$ cat config.mk
export PLATFORM = sky130hd
export DESIGN_NAME = extended_gcd_unit
export DESIGN_NICKNAME = d
export VERILOG_FILES = /design/src/sv/egcd_pkg.sv /design/src/sv/egcd_step.sv /design/src/sv/egcd_core.sv /design/src/sv/extended_gcd_unit.sv
export SDC_FILE = /design/constraint.sdc
export NUM_CORES = 1
export LEC_CHECK = 0
export CAP_MARGIN = 20
export CORE_AREA = 2 2 272 274
export CTS_BUF_LIST = sky130_fd_sc_hd__clkbuf_4 sky130_fd_sc_hd__clkbuf_8 sky130_fd_sc_hd__clkbuf_16
export DETAILED_ROUTE_END_ITERATION = 8
export DIE_AREA = 0 0 274 276
export DONT_BUFFER_PORTS = 1
export PLACE_DENSITY = 0.53
export SLEW_MARGIN = 20
export SYNTH_ARGS = -nofsm -noshare
export SYNTH_HDL_FRONTEND = slang
export SYNTH_HIERARCHICAL = 1
export SYNTH_SLANG_ARGS = --single-unit
$ cat constraint.sdc
create_clock -name clock -period 38.6 [get_ports clock]
set_input_delay 7.72 -clock clock [delete_from_list [all_inputs] [get_ports clock]]
set_output_delay 7.72 -clock clock [all_outputs]
set_load 0.01 [all_outputs]
$ cat src/sv/egcd_pkg.sv
package egcd_pkg;

   localparam int FIELD_BITS     = 31;
   localparam int GCD_BITS       = 31;
   localparam int COEF_BITS      = 32;
   localparam int REQ_TDATA_BITS = 64;
   localparam int RSP_TDATA_BITS = 96;

   typedef enum logic [3:0] {
      ST_IDLE  = 4'b0001,
      ST_ALIGN = 4'b0010,
      ST_SUB   = 4'b0100,
      ST_DONE  = 4'b1000
   } state_type;

   typedef struct packed {
      logic [COEF_BITS-1:0] coef_smaller;
      logic [COEF_BITS-1:0] coef_larger;
      logic [GCD_BITS-1:0]  gcd_value;
   } result_type;

endpackage

$ cat src/sv/egcd_step.sv
module egcd_step #(
   parameter int OB = 31
) (
   input  logic [OB-1:0]                  r0,
   input  logic [OB-1:0]                  r1,
   input  logic [egcd_pkg::COEF_BITS-1:0] s0,
   input  logic [egcd_pkg::COEF_BITS-1:0] s1,
   input  logic [egcd_pkg::COEF_BITS-1:0] t0,
   input  logic [egcd_pkg::COEF_BITS-1:0] t1,
   input  logic [$clog2(OB)-1:0]          k,
   output logic                           can_grow,
   output logic                           fits,
   output logic [OB-1:0]                  r0_post,
   output logic [egcd_pkg::COEF_BITS-1:0] s0_post,
   output logic [egcd_pkg::COEF_BITS-1:0] t0_post
);
   import egcd_pkg::*;

   localparam int KW = $clog2(OB);

   logic [OB-1:0]        r1_sh;
   logic [COEF_BITS-1:0] s1_sh;
   logic [COEF_BITS-1:0] t1_sh;
   logic [KW:0]          k_up;

   // divisor r1 shifted by k, one quotient bit per use
   always_comb begin
      k_up     = {1'b0, k} + (KW+1)'(1);
      can_grow = ({1'b0, k} < (KW+1)'(OB-1)) && (r1 <= (r0 >> k_up));
      r1_sh    = r1 << k;
      s1_sh    = s1 << k;
      t1_sh    = t1 << k;
      fits     = r1_sh <= r0;
      r0_post  = fits ? (r0 - r1_sh) : r0;
      s0_post  = fits ? (s0 - s1_sh) : s0;
      t0_post  = fits ? (t0 - t1_sh) : t0;
   end

endmodule

$ cat src/sv/egcd_core.sv
module egcd_core #(
   parameter int OB = 31
) (
   input  logic                             clock,
   input  logic                             reset,
   input  logic                             start,
   input  logic [egcd_pkg::FIELD_BITS-1:0]  operand_a,
   input  logic [egcd_pkg::FIELD_BITS-1:0]  operand_b,
   output logic                             ready,
   output logic                             res_valid,
   input  logic                             res_taken,
   output egcd_pkg::result_type             result
);
   import egcd_pkg::*;

   localparam int KW = $clog2(OB);

   state_type            state_ff, state_in;
   logic [OB-1:0]        r0_ff, r0_in, r1_ff, r1_in;
   logic [COEF_BITS-1:0] s0_ff, s0_in, s1_ff, s1_in;
   logic [COEF_BITS-1:0] t0_ff, t0_in, t1_ff, t1_in;
   logic [KW-1:0]        k_ff, k_in;
   result_type           res_ff, res_in;

   logic [OB-1:0]        a_m, b_m, big, small_op;
   logic                 can_grow, fits;
   logic [OB-1:0]        r0_post;
   logic [COEF_BITS-1:0] s0_post, t0_post;

   egcd_step #(.OB(OB)) u_step (
      .r0       (r0_ff),
      .r1       (r1_ff),
      .s0       (s0_ff),
      .s1       (s1_ff),
      .t0       (t0_ff),
      .t1       (t1_ff),
      .k        (k_ff),
      .can_grow (can_grow),
      .fits     (fits),
      .r0_post  (r0_post),
      .s0_post  (s0_post),
      .t0_post  (t0_post)
   );

   assign ready     = (state_ff == ST_IDLE);
   assign res_valid = (state_ff == ST_DONE);
   assign result    = res_ff;

   always_comb begin
      a_m      = operand_a[OB-1:0];
      b_m      = operand_b[OB-1:0];
      big      = (a_m < b_m) ? b_m : a_m;
      small_op = (a_m < b_m) ? a_m : b_m;

      state_in = state_ff;
      r0_in    = r0_ff;
      r1_in    = r1_ff;
      s0_in    = s0_ff;
      s1_in    = s1_ff;
      t0_in    = t0_ff;
      t1_in    = t1_ff;
      k_in     = k_ff;
      res_in   = res_ff;

      unique case (state_ff)
         ST_IDLE: begin
            if (start) begin
               if (small_op == '0) begin
                  res_in.gcd_value    = GCD_BITS'(big);
                  res_in.coef_larger  = COEF_BITS'(1);
                  res_in.coef_smaller = '0;
                  state_in            = ST_DONE;
               end else begin
                  r0_in    = big;
                  r1_in    = small_op;
                  s0_in    = COEF_BITS'(1);
                  s1_in    = '0;
                  t0_in    = '0;
                  t1_in    = COEF_BITS'(1);
                  k_in     = '0;
                  state_in = ST_ALIGN;
               end
            end
         end
         ST_ALIGN, ST_SUB: begin
            if ((state_ff == ST_ALIGN) && can_grow) begin
               k_in = k_ff + KW'(1);
            end else begin
               r0_in = r0_post;
               s0_in = s0_post;
               t0_in = t0_post;
               if (k_ff != '0) begin
                  k_in     = k_ff - KW'(1);
                  state_in = ST_SUB;
               end else if (r0_post == '0) begin
                  res_in.gcd_value    = GCD_BITS'(r1_ff);
                  res_in.coef_larger  = s1_ff;
                  res_in.coef_smaller = t1_ff;
                  state_in            = ST_DONE;
               end else begin
                  // quotient done: rotate remainder and coefficients
                  r0_in    = r1_ff;
                  r1_in    = r0_post;
                  s0_in    = s1_ff;
                  s1_in    = s0_post;
                  t0_in    = t1_ff;
                  t1_in    = t0_post;
                  state_in = ST_ALIGN;
               end
            end
         end
         ST_DONE: begin
            if (res_taken) begin
               state_in = ST_IDLE;
            end
         end
         default: begin
            state_in = ST_IDLE;
         end
      endcase
   end

   always_ff @(posedge clock) begin
      if (reset) begin
         state_ff <= ST_IDLE;
      end else begin
         state_ff <= state_in;
      end
   end

   always_ff @(posedge clock) begin
      r0_ff  <= r0_in;
      r1_ff  <= r1_in;
      s0_ff  <= s0_in;
      s1_ff  <= s1_in;
      t0_ff  <= t0_in;
      t1_ff  <= t1_in;
      k_ff   <= k_in;
      res_ff <= res_in;
   end

endmodule

$ cat src/sv/extended_gcd_unit.sv
// Extended gcd unit: one request gives one response with the gcd of the
// two operands and Bezout coefficients for the larger and smaller operand.
// Request channel req_*: a transfer loads both operands; req_tready is high
// only while the sequencer is idle, so one pair is in work at a time.
// Response channel rsp_*: held in an output register until rsp_tready.
// A new request is taken while that response still waits.
// Each quotient step of Euclid runs on one shared shift-subtract unit:
// the divisor is first shifted up, then one quotient bit is taken per step
// on the way down. A result goes from the sequencer's result register to
// the response register. A zero operand skips the quotient steps.
// If rsp_tready stays low, the finished result parks in the sequencer and
// no further request is taken until the response register frees.
// Synchronous reset returns the sequencer to idle and drops rsp_tvalid.
module extended_gcd_unit #(
   parameter int OPERAND_BITS = 31
) (
   input  logic                                  clock,
   input  logic                                  reset,
   input  logic                                  req_tvalid,
   output logic                                  req_tready,
   // operand_a [30:0], operand_b [61:31], zero [63:62]
   input  logic [egcd_pkg::REQ_TDATA_BITS-1:0]   req_tdata,
   output logic                                  rsp_tvalid,
   input  logic                                  rsp_tready,
   // gcd_value [30:0], coef_larger [62:31], coef_smaller [94:63], zero [95]
   output logic [egcd_pkg::RSP_TDATA_BITS-1:0]   rsp_tdata
);
   import egcd_pkg::*;

   localparam int OB = (OPERAND_BITS < FIELD_BITS) ? OPERAND_BITS : FIELD_BITS;

   logic       core_ready, res_valid, load;
   result_type result;
   logic       rsp_valid_ff, rsp_valid_in;
   result_type rsp_data_ff, rsp_data_in;

   egcd_core #(.OB(OB)) u_core (
      .clock     (clock),
      .reset     (reset),
      .start     (req_tvalid),
      .operand_a (req_tdata[FIELD_BITS-1:0]),
      .operand_b (req_tdata[2*FIELD_BITS-1:FIELD_BITS]),
      .ready     (core_ready),
      .res_valid (res_valid),
      .res_taken (load),
      .result    (result)
   );

   assign req_tready = core_ready;
   assign load       = res_valid && (!rsp_valid_ff || rsp_tready);
   assign rsp_tvalid = rsp_valid_ff;
   assign rsp_tdata  = RSP_TDATA_BITS'(rsp_data_ff);

   always_comb begin
      rsp_valid_in = rsp_valid_ff;
      rsp_data_in  = rsp_data_ff;
      if (load) begin
         rsp_valid_in = 1'b1;
         rsp_data_in  = result;
      end else if (rsp_tready) begin
         rsp_valid_in = 1'b0;
      end
   end

   always_ff @(posedge clock) begin
      if (reset) begin
         rsp_valid_ff <= 1'b0;
      end else begin
         rsp_valid_ff <= rsp_valid_in;
      end
   end

   always_ff @(posedge clock) begin
      rsp_data_ff <= rsp_data_in;
   end

endmodule
==> flow_summary.ini <==
[die]
initial_core_util_pct = 39.7
row_count = 99
die_x_um = 274
ios = 166
die_h_um = 276
coreArea_mm2 = 0.0726
die-area_mm2 = 0.0756

[timing]
timing.fmax_mhz = 87.0
relSlewSlack_pct = 30.0
slew_viol_final = 0
fin_ws_ps = 27100
fin_crit_ps = 11500
setup_tns_ps = 0
worstMarginPinSlew_ps = 1050
clock_skew_ps = 26.7
rsz0062_at_grt = no
fin_crit_sh_pct = 29.8
hold_viol_final = 0
setup_viol = 0

[job]
maxCapViolations = 0

[worst_setup_path]
endpoint_kind = register
worstSetupPathType = input port to register
required_ps = 38810
cp-start-kind = input port
crit_fanout = 55
cp.arrival_ps = 11700

[cells_and_area]
instances_no_fill = 3814
area_delta_synth_final_pct = 8.11
fin_util_pct = 42.9
layout-drive-gt1-share_pct = 9.98
fin_nets = 3052
fillers = 7079
num_antenna_cells = 0

[clocking]
h-tree-depth = 2
ctsHoldBuffers = 0
postCtsSetupRepairBufs = 0
worstSkewPairLatency_ps = 600
clkTransAtPathRegs_ps = 60
cts_made_buffers = 46
clock-sinks = 390
clk_path_buf_depth = 3
cts_tree = built
cts_resized = 0
root_buffer = clkbuf_16

[placement]
gp_congestion = 0.943
dp_slack_ps = 26450
portBuffers = 0
dp.cells = 3729
hpwlAfterDp_mm = 63.5

[synth]
avgSynthCellArea_um2 = 9.87
synthArstFlopShare_pct = 0
synth_cells = 2918
yosysSeqAreaShare_pct = 40.5
synth-edff-count = 385
yosys.area.top_type = edfxtp_1
synthTopCellsByArea = edfxtp_1 40%, ha_1 7.0%, mux4_2 5.2%
synth_most_common_cell = edfxtp_1
synth_area_mm2 = 0.0288
yosysUniqueCellTypes = 77
synth_common_cells = 385 x edfxtp_1, 359 x nand2_1, 270 x a21oi_1
yosysWarnings = 6
ys_ff_latch = 390
synth_fp_nets = 3152
yosys.area.top_type_share_pct = 40.2
synth_ff_type = edfxtp_1

[route]
drcViolationCount = 0
vias = 22600
first_iter_violations = 2051
drt-vias-per-instance = 5.93
first_pass_iters = 6
antenna_left = 0
wl_per_cell_um = 23.1
wirelength_mm = 88.2

[outcome]
status = complete, no violations

[worst_hold_path]
hold_class = register to register

[global_route]
antenna_found_initial = 0
grt_pass1_wl_mm = 135
first_global_vias = 22300
grt-ovfl-total = 0
grt_max_degree = 169
grtUsageTotal_pct = 22.9
==> kinds of logic (layout without fill, tap and decap cells) <==
kind of cell               Yosys count  in the layout  synth area share (%)
muxes                              284            284                  13.1
AOI/OAI and AO/OA                  771            771                  17.0
xor gates and xnor gates            85             85                  2.59
buffers and inverters              282            219                  4.06
and+or+nand+nor                    939            939                  15.4
adders and majority gates          166            166                  7.32
DFF                                390            390                  40.5
other                                1              1                0.0130
==> critical path, stage by stage <==
cell and delay, ps:
inv_1 20, ha_1 290, nand4_1 170, or3_1 180, a21oi_1 60, or4b_1 550
a21oi_4 130, buf_4 410, mux2_2 470, a211oi_4 240, buf_4 540, buf_4 840
==> layer usage <==
metal	wire length (um)	track usage [%]
met5	0	0
met4	2310	6.27
met3	4960	3.35
met2	40500	36.5
met1	40400	32.2
==> layout by cell type, fill, tap and decap left out, types with 30 or more instances in the layout <==
master,count
edfxtp_1,385
mux2i_1,136
o21bai_1,38
and2_1,138
o21ai_0,117
ha_1,162
xnor2_1,44
nor2_1,194
inv_1,96
a211oi_1,61
a21o_1,97
mux4_2,66
mux2_2,73
xor2_1,41
buf_4,30
nand3_1,59
o221ai_1,33
a21oi_1,270
clkbuf_16,47
nand2_1,359
==> cell type report <==
| type | instances | area (um^2) | area share, % |
|---|---|---|---|
| Inverter | 101 | 382 | 1.23 |
| Clock buffer | 57 | 1250 | 4.02 |
| Sequential cell | 390 | 11700 | 37.5 |
| Clock inverter | 28 | 307 | 0.985 |
| Tap cell | 959 | 1200 | 3.86 |
| Multi-Input combinational cell | 2246 | 16000 | 51.5 |
| Timing Repair Buffer | 33 | 285 | 0.917 |
==> sequential cells by signal, summed over array words and instances, names as in the netlist <==
signal,cells
rsp_tdata,95
u_core/r0_ff,31
u_core/t0_ff,32
u_core/r1_ff,31
rsp_tvalid,1
u_core/state_ff,4
u_core/s0_ff,32
u_core/result,95
u_core/t1_ff,32
u_core/k_ff,5
u_core/s1_ff,32
==> through the flow <==
step	hold WS (ps)	cell area, um^2
floorplan	400	28800
global placement	402	29600
detailed placement	405	29600
CTS	412	31100
global route	416	31100
finish	411	31100
==> path summary, 6_finish.rpt <==
path	start	to	slack [ps]	depth (start not counted)
max	req_tdata[60]	u_core/t0_ff[16]	27100	12
min	u_core/result[62]	rsp_tdata[62]	410	0
max reg2reg	u_core/k_ff[0]	u_core/result[80]	30010	26
min reg2reg	u_core/result[62]	rsp_tdata[62]	410	0
Power is left out: the tool's default activity adds up to more than one toggle a clock period on the data nets, which glitch-free logic cannot reach.
